File: src/hdl/plwd_pkg.sv
// shared types and constants of the per-cpu lockup watchdog
`default_nettype none

package plwd_pkg;

    localparam int DEFAULT_NUM_CPUS = 8;

    localparam int CPU_W      = 3;
    localparam int SUM_W      = 32;
    localparam int STALL_W    = 13;
    localparam int TPS_W      = 10;
    localparam int CFG_ADDR_W = 1;
    localparam int CFG_DATA_W = 10;
    localparam int S_TDATA_W  = 40;
    localparam int M_TDATA_W  = 8;

    localparam logic [STALL_W-1:0] STALL_MAX = '1;
    // five times the reset tick rate of one
    localparam logic [STALL_W-1:0] THRESHOLD_RESET = 13'd5;

    // item kinds carried in s_tuser
    localparam logic OP_TICK  = 1'b0;
    localparam logic OP_TOUCH = 1'b1;

    // register indexes
    localparam logic [CFG_ADDR_W-1:0] REG_TICKS_PER_SECOND = 1'd0;
    localparam logic [CFG_ADDR_W-1:0] REG_PANIC_ENABLE     = 1'd1;

    typedef enum logic {
        ST_EMPTY,
        ST_FULL
    } ctrl_state_t;

    typedef struct packed {
        logic exec;   // item accepted this cycle: update state, load result
    } dp_cmd_t;

endpackage

`default_nettype wire

File: src/hdl/per_cpu_lockup_watchdog.sv
// top level of the per-cpu hard-lockup watchdog
//
//  channel  | direction | contents
//  ---------+-----------+------------------------------------------------------
//  s_       | in        | tuser: op; tdata: cpu, irq_sum, veto, zero pad
//  m_       | out       | tdata: lockup, lockup_cpu, halt_request, vetoed, pad
//  cfg_     | in        | write-only: 0 ticks_per_second, 1 panic_enable
//
// one item per cycle unless a held result stalls the input: a per-cpu
// read-modify-write of the register file and the threshold compare complete in the accepting cycle.
// the result is valid in the output register the cycle after acceptance.
// a stalled result blocks input unless it is taken in the same cycle.
// reset clears all counts, sets the threshold to five and panic off.
`default_nettype none

module per_cpu_lockup_watchdog
    import plwd_pkg::*;
#(
    parameter int NUM_CPUS = DEFAULT_NUM_CPUS
) (
    input  wire logic                  aclk,
    input  wire logic                  aresetn,
    input  wire logic                  s_tvalid,
    output logic                       s_tready,
    input  wire logic                  s_tuser,   // op
    input  wire logic [S_TDATA_W-1:0]  s_tdata,   // cpu, irq_sum, veto, pad
    output logic                       m_tvalid,
    input  wire logic                  m_tready,
    output logic      [M_TDATA_W-1:0]  m_tdata,   // lockup, lockup_cpu, halt_request, vetoed, pad
    input  wire logic                  cfg_wr_en,
    input  wire logic [CFG_ADDR_W-1:0] cfg_addr,
    input  wire logic [CFG_DATA_W-1:0] cfg_wdata
);

    dp_cmd_t cmd;

    plwd_ctrl u_ctrl (
        .aclk     (aclk),
        .aresetn  (aresetn),
        .s_tvalid (s_tvalid),
        .s_tready (s_tready),
        .m_tvalid (m_tvalid),
        .m_tready (m_tready),
        .cmd      (cmd)
    );

    plwd_dp #(
        .NUM_CPUS (NUM_CPUS)
    ) u_dp (
        .aclk      (aclk),
        .aresetn   (aresetn),
        .cmd       (cmd),
        .s_tuser   (s_tuser),
        .s_tdata   (s_tdata),
        .cfg_wr_en (cfg_wr_en),
        .cfg_addr  (cfg_addr),
        .cfg_wdata (cfg_wdata),
        .m_tdata   (m_tdata)
    );

endmodule

`default_nettype wire

File: src/hdl/plwd_ctrl.sv
// handshake controller: tracks the result register and issues datapath commands
`default_nettype none

module plwd_ctrl
    import plwd_pkg::*;
(
    input  wire logic    aclk,
    input  wire logic    aresetn,
    input  wire logic    s_tvalid,
    output logic         s_tready,
    output logic         m_tvalid,
    input  wire logic    m_tready,
    output dp_cmd_t      cmd
);

    ctrl_state_t state_reg;
    ctrl_state_t state_next;

    always_ff @(posedge aclk) begin
        if (!aresetn) begin
            state_reg <= ST_EMPTY;
        end else begin
            state_reg <= state_next;
        end
    end

    always_comb begin
        state_next = state_reg;
        s_tready   = 1'b1;
        m_tvalid   = 1'b0;
        cmd.exec   = 1'b0;
        unique case (state_reg)
            ST_EMPTY: begin
                s_tready = 1'b1;
                cmd.exec = s_tvalid;
                if (s_tvalid) begin
                    state_next = ST_FULL;
                end
            end
            ST_FULL: begin
                m_tvalid = 1'b1;
                // result leaving frees the register for a new item in the same cycle
                s_tready = m_tready;
                cmd.exec = s_tvalid && m_tready;
                if (m_tready && !s_tvalid) begin
                    state_next = ST_EMPTY;
                end
            end
            default: begin
                state_next = ST_EMPTY;
            end
        endcase
    end

endmodule

`default_nettype wire

File: src/hdl/plwd_dp.sv
// datapath: per-cpu count and stall registers, threshold compare, result register
`default_nettype none

module plwd_dp
    import plwd_pkg::*;
#(
    parameter int NUM_CPUS = DEFAULT_NUM_CPUS
) (
    input  wire logic                  aclk,
    input  wire logic                  aresetn,
    input  wire dp_cmd_t               cmd,
    input  wire logic                  s_tuser,
    input  wire logic [S_TDATA_W-1:0]  s_tdata,
    input  wire logic                  cfg_wr_en,
    input  wire logic [CFG_ADDR_W-1:0] cfg_addr,
    input  wire logic [CFG_DATA_W-1:0] cfg_wdata,
    output logic      [M_TDATA_W-1:0]  m_tdata
);

    // only cpu indexes the 3-bit field can name need storage
    localparam int DEPTH = (NUM_CPUS < (1 << CPU_W)) ? NUM_CPUS : (1 << CPU_W);
    localparam int IDX_W = (DEPTH > 1) ? $clog2(DEPTH) : 1;
    localparam logic [CPU_W+5:0] CPU_LIMIT = (CPU_W + 6)'(NUM_CPUS);

    logic [SUM_W-1:0]   last_count_reg  [DEPTH];
    logic [STALL_W-1:0] stall_count_reg [DEPTH];
    logic [STALL_W-1:0] threshold_reg;
    logic [STALL_W-1:0] threshold_next;
    logic               panic_enable_reg;

    logic               lockup_reg;
    logic [CPU_W-1:0]   lockup_cpu_reg;
    logic               halt_request_reg;
    logic               vetoed_reg;

    logic               op;
    logic [CPU_W-1:0]   cpu;
    logic [SUM_W-1:0]   irq_sum;
    logic               veto;
    logic [IDX_W-1:0]   idx;
    logic               in_range;
    logic               tick;
    logic               same;
    logic [STALL_W-1:0] stall_cur;
    logic [STALL_W-1:0] stall_inc;
    logic               hit;
    logic [STALL_W-1:0] stall_new;
    logic               lockup_next;
    logic               vetoed_next;

    assign op      = s_tuser;
    assign cpu     = s_tdata[2:0];
    assign irq_sum = s_tdata[34:3];
    assign veto    = s_tdata[35];
    assign idx     = cpu[IDX_W-1:0];

    assign in_range  = {6'd0, cpu} < CPU_LIMIT;
    assign tick      = (op == OP_TICK) && in_range;
    assign same      = last_count_reg[idx] == irq_sum;
    assign stall_cur = stall_count_reg[idx];
    assign stall_inc = (stall_cur != STALL_MAX) ? stall_cur + 13'd1 : stall_cur;
    // a zero threshold never matches since the advanced count is at least one
    assign hit       = same && (stall_inc == threshold_reg);
    assign stall_new = (same && !(hit && veto)) ? stall_inc : '0;

    assign lockup_next = tick && hit && !veto;
    assign vetoed_next = tick && hit && veto;

    // threshold = 4 * rate + rate
    assign threshold_next = STALL_W'({cfg_wdata, 2'b00}) + STALL_W'(cfg_wdata);

    always_ff @(posedge aclk) begin
        if (!aresetn) begin
            threshold_reg    <= THRESHOLD_RESET;
            panic_enable_reg <= 1'b0;
        end else if (cfg_wr_en) begin
            unique case (cfg_addr)
                REG_TICKS_PER_SECOND: threshold_reg    <= threshold_next;
                REG_PANIC_ENABLE:     panic_enable_reg <= cfg_wdata[0];
                default: ;
            endcase
        end
    end

    always_ff @(posedge aclk) begin
        if (!aresetn) begin
            for (int i = 0; i < DEPTH; i++) begin
                last_count_reg[i]  <= '0;
                stall_count_reg[i] <= '0;
            end
        end else if (cmd.exec) begin
            for (int i = 0; i < DEPTH; i++) begin
                if (op == OP_TOUCH) begin
                    stall_count_reg[i] <= '0;
                end else if (tick && (idx == IDX_W'(i))) begin
                    stall_count_reg[i] <= stall_new;
                    if (!same) begin
                        last_count_reg[i] <= irq_sum;
                    end
                end
            end
        end
    end

    always_ff @(posedge aclk) begin
        if (cmd.exec) begin
            lockup_reg       <= lockup_next;
            lockup_cpu_reg   <= cpu;
            halt_request_reg <= lockup_next && panic_enable_reg;
            vetoed_reg       <= vetoed_next;
        end
    end

    assign m_tdata = {2'b00, vetoed_reg, halt_request_reg, lockup_cpu_reg, lockup_reg};

endmodule

`default_nettype wire

File: config.mk
export PLATFORM = sky130hd
export DESIGN_NAME = per_cpu_lockup_watchdog
export DESIGN_NICKNAME = d
export VERILOG_FILES = /design/src/hdl/plwd_pkg.sv /design/src/hdl/per_cpu_lockup_watchdog.sv /design/src/hdl/plwd_ctrl.sv /design/src/hdl/plwd_dp.sv
export SDC_FILE = /design/constraint.sdc
export NUM_CORES = 1
export LEC_CHECK = 0
export BUFFER_PORTS_ARGS = -buffer_cell sky130_fd_sc_hd__buf_2
export CAP_MARGIN = 10
export CORE_MARGIN = 2
export CORE_UTILIZATION = 50
export CTS_CLUSTER_SIZE = 28
export DETAILED_ROUTE_END_ITERATION = 10
export PLACE_DENSITY = 0.65
export SLEW_MARGIN = 25
export SYNTH_ARGS = -nofsm -noshare
export SYNTH_HDL_FRONTEND = slang
export SYNTH_SLANG_ARGS = --single-unit
File: constraint.sdc
create_clock -name aclk -period 7.1 [get_ports aclk]
set_input_delay 0.71 -clock aclk [delete_from_list [all_inputs] [get_ports aclk]]
set_output_delay 0.71 -clock aclk [all_outputs]
set_load 0.005 [all_outputs]
==> results of run 1 <==
==> metrics by stage <==
stage                     setup WS (ns)  instances
after global routing               1.62       1984
final                              1.88       1984
after global placement             1.48       1917
after floorplan                    1.39       1475
after CTS                          2.04       1984
after detailed placement           1.45       1917
==> where the power goes <==
| group | total [mW] | internal (mW) | switching (mW) |
|---|---|---|---|
| combinational | 0.507 | 0.173 | 0.334 |
| sequential | 2.61 | 2.58 | 0.0333 |
| clock | 2.02 | 1.14 | 0.877 |
| total | 5.14 | 3.89 | 1.24 |
==> area by class of cell <==
type                            instances  share of cell area
Sequential cell                       381               0.562
Multi-Input combinational cell        928               0.308
Clock buffer                           51              0.0551
Timing Repair Buffer                   95              0.0291
Tap cell                              461              0.0287
Inverter                               52             0.00972
Clock inverter                         16             0.00710
==> cell usage in the layout (no fill, tap or decap), drive strengths merged, types with 26 or more instances in the layout <==
| master | instances |
|---|---|
| clkbuf | 52 |
| nand2 | 114 |
| inv | 53 |
| nor2 | 212 |
| mux2i | 93 |
| a22oi | 37 |
| buf | 94 |
| mux2 | 32 |
| nor3 | 81 |
| edfxtp | 366 |
| xor2 | 26 |
==> routing by layer <==
metal / global-route usage / share of wire
met1: 0.361 / 0.43
met2: 0.400 / 0.46
met3: 0.0553 / 0.088
met4: 0.0806 / 0.026
met5: 0 / 0
==> synthesized netlist by cell type, types with 18 or more instances <==
| cell type | count |
|---|---|
| nor4_1 | 23 |
| o21ai_0 | 21 |
| buf_2 | 25 |
| mux2_2 | 32 |
| nand3_1 | 20 |
| xor2_1 | 26 |
| nand2_1 | 114 |
| nor2_1 | 212 |
| mux2i_1 | 93 |
| clkbuf_1 | 49 |
| inv_1 | 50 |
| nor2b_1 | 18 |
| o22ai_1 | 23 |
| edfxtp_1 | 366 |
| nor3_1 | 81 |
| a22oi_1 | 37 |
| xnor2_1 | 25 |
==> final timing paths <==
kind                         startpoint                         end  cells after the start
min reg2reg       u_dp.panic_enable_reg       u_dp.panic_enable_reg                      2
max                          s_tdata[0]  u_dp.stall_count_reg[7][1]                     14
min                            s_tvalid            u_ctrl.state_reg                      3
max reg2reg  u_dp.stall_count_reg[1][1]  u_dp.stall_count_reg[7][1]                     12
==> worst max-delay path, delay by kind of cell <==
| family | cells | cell delay (ns) |
|---|---|---|
| AND/OR/NAND/NOR | 8 | 2.68 |
| buffers and inverters | 3 | 1.13 |
| adder cells (fa/ha/maj) | 1 | 0.42 |
| multiplexers | 1 | 0.28 |
| AO/OA/AOI/OAI | 1 | 0.23 |
==> kinds of logic (layout without fill, tap and decap cells) <==
| kind of cell | count (synthesis) | count (layout) | share of synthesized area |
|---|---|---|---|
| and+or+nand+nor | 546 | 546 | 0.141 |
| DFF | 381 | 381 | 0.619 |
| AOI/OAI and AO/OA | 178 | 178 | 0.0708 |
| buffers and inverters | 166 | 214 | 0.0464 |
| muxes | 141 | 141 | 0.0909 |
| xor gates and xnor gates | 51 | 51 | 0.0245 |
| adders and majority gates | 10 | 10 | 0.00727 |
| other | 1 | 2 | 0.000205 |
==> metrics.cfg, run 1 <==
[routing]
vias_per_cell = 6.13
post_drt_wl_per_cell_um = 24.3
num_vias = 12200
dr.pass1.iters = 6
postRouteAntennaNets = 0
drt_iter0_markers = 1042
drc_errors = 0
routed_wl_um = 48100

[critical_path]
crit_path_end_kind = flop
regToRegSetupSlack_ns = 2.47
critPathSlowestCell = nor4_1
cp.required_ns = 7.38
crit_fanout = 43
cp_data_arrival_time_ns = 5.51
crit_chain = buf_2, buf_4, mux4_2, nand2_1, nand2_1, ha_1, nand3_1, or3_1, nor4_1, o21ai_0, nor4_1, and4bb_4, buf_4, nor3_1
startpoint_type = input pin
criticalPathCategory = input pin to flop
slowest_delay_ns = 0.61

[floorplan]
fp.dieArea_mm2 = 0.0380
core-area_mm2 = 0.0357
initial_core_util = 0.511
die_width_um = 195
die_h_um = 195
io-pin-count = 67
rows = 69

[layout]
fin_util = 0.562
drive_gt1_frac = 0.147
area_growth_pct = 10.1
antenna_cells = 0
multi_input_area_mm2 = 0.00619
regArea_mm2 = 0.0113
fillers = 2999
nets = 1567
final_cell_area_mm2 = 0.0201
largest_reg_flops = 256

[power_and_ir_drop]
vdd_drop_max_mv = 0.187
leakage_nw = 7.44
p_total_mw = 5.14
power_density_mw_per_mm2 = 256

[yosys]
ys_warn_count = 0
ys_ff_latch = 381
async_reset_ff_frac = 0
syn_area_per_cell_um2 = 12.4
synth-seq-area-share = 0.619
synthTopCellsByArea = edfxtp_1 60%, mux2i_1 5.1%, nor2_1 4.4%
syn_area_mm2 = 0.0182
synthDistinctLibCells = 78
synth_edf_count = 366
synth_top_area_share = 0.602
synthCells = 1474
synth_ff_type = edfxtp_1
synth_largest_area_cell = edfxtp_1

[clocking]
clkSlewWorstSetupHoldPaths_ns = 0.06
clock_latency_ns = 0.58
htree_levels = 2
holdBufCountCts = 0
cts-root-buf = clkbuf_16
cts_sinks = 381
cts_tree = yes
cts_post_setup_buffers_inserted = 0
cts_resized = 0
cts_buffers = 42
clockBufferDepth = 3

[global_route]
grt_overflow_total = 0
grt_pass1_vias = 12100
grt_pass1_wl_um = 73200
grt.total_usage = 0.256
antenna_found_initial = 0
grt_start_max_net_pins = 66

[outcome]
status = complete, no violations

[placed_design]
port_buffers = 60
place.gp.congestion = 0.891
dp_hpwl_um = 28100
placed_cell_area_mm2 = 0.0188

[timing]
max_freq_mhz = 191
hold_ws_ns = 0.409
tightest_slew_ns = 1.05
setup_tns_ns = 0
hold_viol = 0
maxSlewViolCount = 0
fin_crit_ns = 5.22
skew_ns = 0.0313
rsz0062_at_grt = false
finalCritPeriodShare = 0.736
setup_viol = 0
relSlewSlack = 0.300

[worst_hold_path]
hold_path.class = input pin to flop

[flow_run]
maxCapViolations = 0

Power figures use the tool's default switching activity.
==> run 2: changes to the inputs <==
--- a/config.mk
+++ b/config.mk
@@ -11,7 +11,7 @@
 export CORE_UTILIZATION = 50
 export CTS_CLUSTER_SIZE = 28
 export DETAILED_ROUTE_END_ITERATION = 10
-export PLACE_DENSITY = 0.65
+export PLACE_DENSITY = 0.67
 export SLEW_MARGIN = 25
 export SYNTH_ARGS = -nofsm -noshare
 export SYNTH_HDL_FRONTEND = slang
==> constraint.sdc (replaced) <==
create_clock -name aclk -period 4.3 [get_ports aclk]
set_input_delay 0.43 -clock aclk [delete_from_list [all_inputs] [get_ports aclk]]
set_output_delay 0.43 -clock aclk [all_outputs]
set_load 0.005 [all_outputs]
==> run 2 against run 1 <==
- combinational power rose by 85%
- hold slack lost 0.28 ns
- first-iteration DRC count increased by 34%
- die area did not move
- critical path type is now flop to flop
- critical endpoint is now u_dp.stall_count_reg[0][1]
- largest cell class unchanged
- highest routed layer is now met5
==> metrics.cfg, run 2 (synthesis results as in run 1) <==
[outcome]
status = complete, no violations

[critical_path]
cp-endpoint = u_dp.stall_count_reg[0][1]
regToRegSetupSlack_ns = 0.33
r2r-start = u_dp.stall_count_reg[6][0]
cp.required_ns = 4.55
cp_data_arrival_time_ns = 4.22
startpoint_type = flop
crit_fanout = 36
timing.rr.end = u_dp.stall_count_reg[0][1]
criticalPathCategory = flop to flop
crit_start = u_dp.stall_count_reg[6][0]
reg2reg_depth = 14
crit_path_end_kind = flop

[worst_hold_path]
whs_path_depth = 3
hold_path.class = input pin to flop
min_from = s_tvalid

[floorplan]
die_h_um = 195
core-area_mm2 = 0.0357
rows = 69
initial_core_util = 0.511
die_width_um = 195
io-pin-count = 67
fp.dieArea_mm2 = 0.0380

[routing]
vias_per_cell = 6.09
num_vias = 12700
dr.pass1.iters = 6
drt_iter0_markers = 1392
postRouteAntennaNets = 0
drc_errors = 0
routed_wl_um = 48900
post_drt_wl_per_cell_um = 23.5

[global_route]
grt_pass1_vias = 12500
grt.total_usage = 0.258
grt_start_max_net_pins = 56
grt_pass1_wl_um = 74300
grt_overflow_total = 0
antenna_found_initial = 1

[timing]
setup_viol = 0
fin_crit_ns = 3.97
skew_ns = 0.0278
relSlewSlack = 0.326
hold_viol = 0
finalCritPeriodShare = 0.923
tightest_slew_ns = 1.00
maxSlewViolCount = 0
rsz0062_at_grt = false
max_freq_mhz = 252

[placed_design]
placed_cell_area_mm2 = 0.0197
place.gp.congestion = 0.916
port_buffers = 60
dp_hpwl_um = 30700

[layout]
antenna_cells = 0
largest_reg_flops = 256
area_growth_pct = 15.0
layout_commonest_cell = edfxtp_1
fillers = 2874
layout_common_cells = 366 x edfxtp_1, 211 x nor2_1, 109 x buf_4
fin_util = 0.587
drive_gt1_frac = 0.197
nets = 1659
final_cell_area_mm2 = 0.0210

[power_and_ir_drop]
leakage_nw = 7.97
vdd_drop_max_mv = 0.343
power_density_mw_per_mm2 = 407

[clocking]
clkSlewWorstSetupHoldPaths_ns = 0.06
htree_levels = 2
clock_latency_ns = 0.56
cts_buffers = 41
cts_resized = 0
clockBufferDepth = 3
cts_sinks = 381
cts-root-buf = clkbuf_16
cts_tree = yes
holdBufCountCts = 0
cts_post_setup_buffers_inserted = 0

[flow_run]
maxCapViolations = 0

[run 2: how the worst min path moves through the flow]
stage,endpoint,slack (ns)
4_1_cts,u_ctrl.state_reg,0.11
2_1_floorplan,u_dp.panic_enable_reg,0.44
5_1_grt,u_ctrl.state_reg,0.15
6_report,u_ctrl.state_reg,0.13
3_3_place_gp,u_dp.panic_enable_reg,0.47
3_5_place_dp,u_dp.panic_enable_reg,0.46
[run 2: report_power, final]
group	total (mW)	switching (mW)	leakage, nW	internal, mW
Combinational	0.938	0.572	3.38	0.366
Sequential	4.30	0.0548	3.98	4.25
Clock	3.30	1.45	0.616	1.85
Total	8.54	2.08	7.97	6.46
[run 2: metal layers]
layer,vias up,GRT usage,share of wire
li1,5685,-,-
met1,6334,0.354,0.42
met2,564,0.418,0.47
met3,102,0.0485,0.082
met4,2,0.0837,0.028
met5,-,0,0.00027
[run 2: worst max-delay path, stage by stage, from the launching register on]
cell and delay [ns]:
edfxtp_1 0.38, mux4_2 0.50, mux2_2 0.32, ha_1 0.24
nand3_1 0.15, or3_1 0.29, nor4_1 0.08, buf_4 0.16
a32oi_1 0.20, o211ai_1 0.12, nor4_1 0.40, buf_4 0.18
and4bb_4 0.33, buf_12 0.22, nor3_1 0.09
[run 2: cell type report]
cell class	count	area [um^2]	share of cell area
Sequential cell	381	11300	0.538
Multi-Input combinational cell	928	6180	0.294
Timing Repair Buffer	188	1510	0.0719
Clock buffer	46	1070	0.0508
Tap cell	461	577	0.0275
Inverter	52	195	0.00930
Clock inverter	26	170	0.00811
[run 2: through the flow]
| stage | std cells | TNS, ns | power [mW] | setup WS [ns] | hold slack (ns) |
|---|---|---|---|---|---|
| after detailed placement | 2010 | -14.74 | 5.31 | -0.150 | 0.463 |
| after global routing | 2082 | 0 | 8.79 | 0.199 | 0.145 |
| after global placement | 2010 | -14.03 | 5.29 | -0.118 | 0.467 |
| after floorplan | 1475 | -18.18 | 4.93 | -0.162 | 0.439 |
| final | 2082 | 0 | 8.54 | 0.332 | 0.133 |
| after CTS | 2082 | 0 | 8.56 | 0.348 | 0.115 |
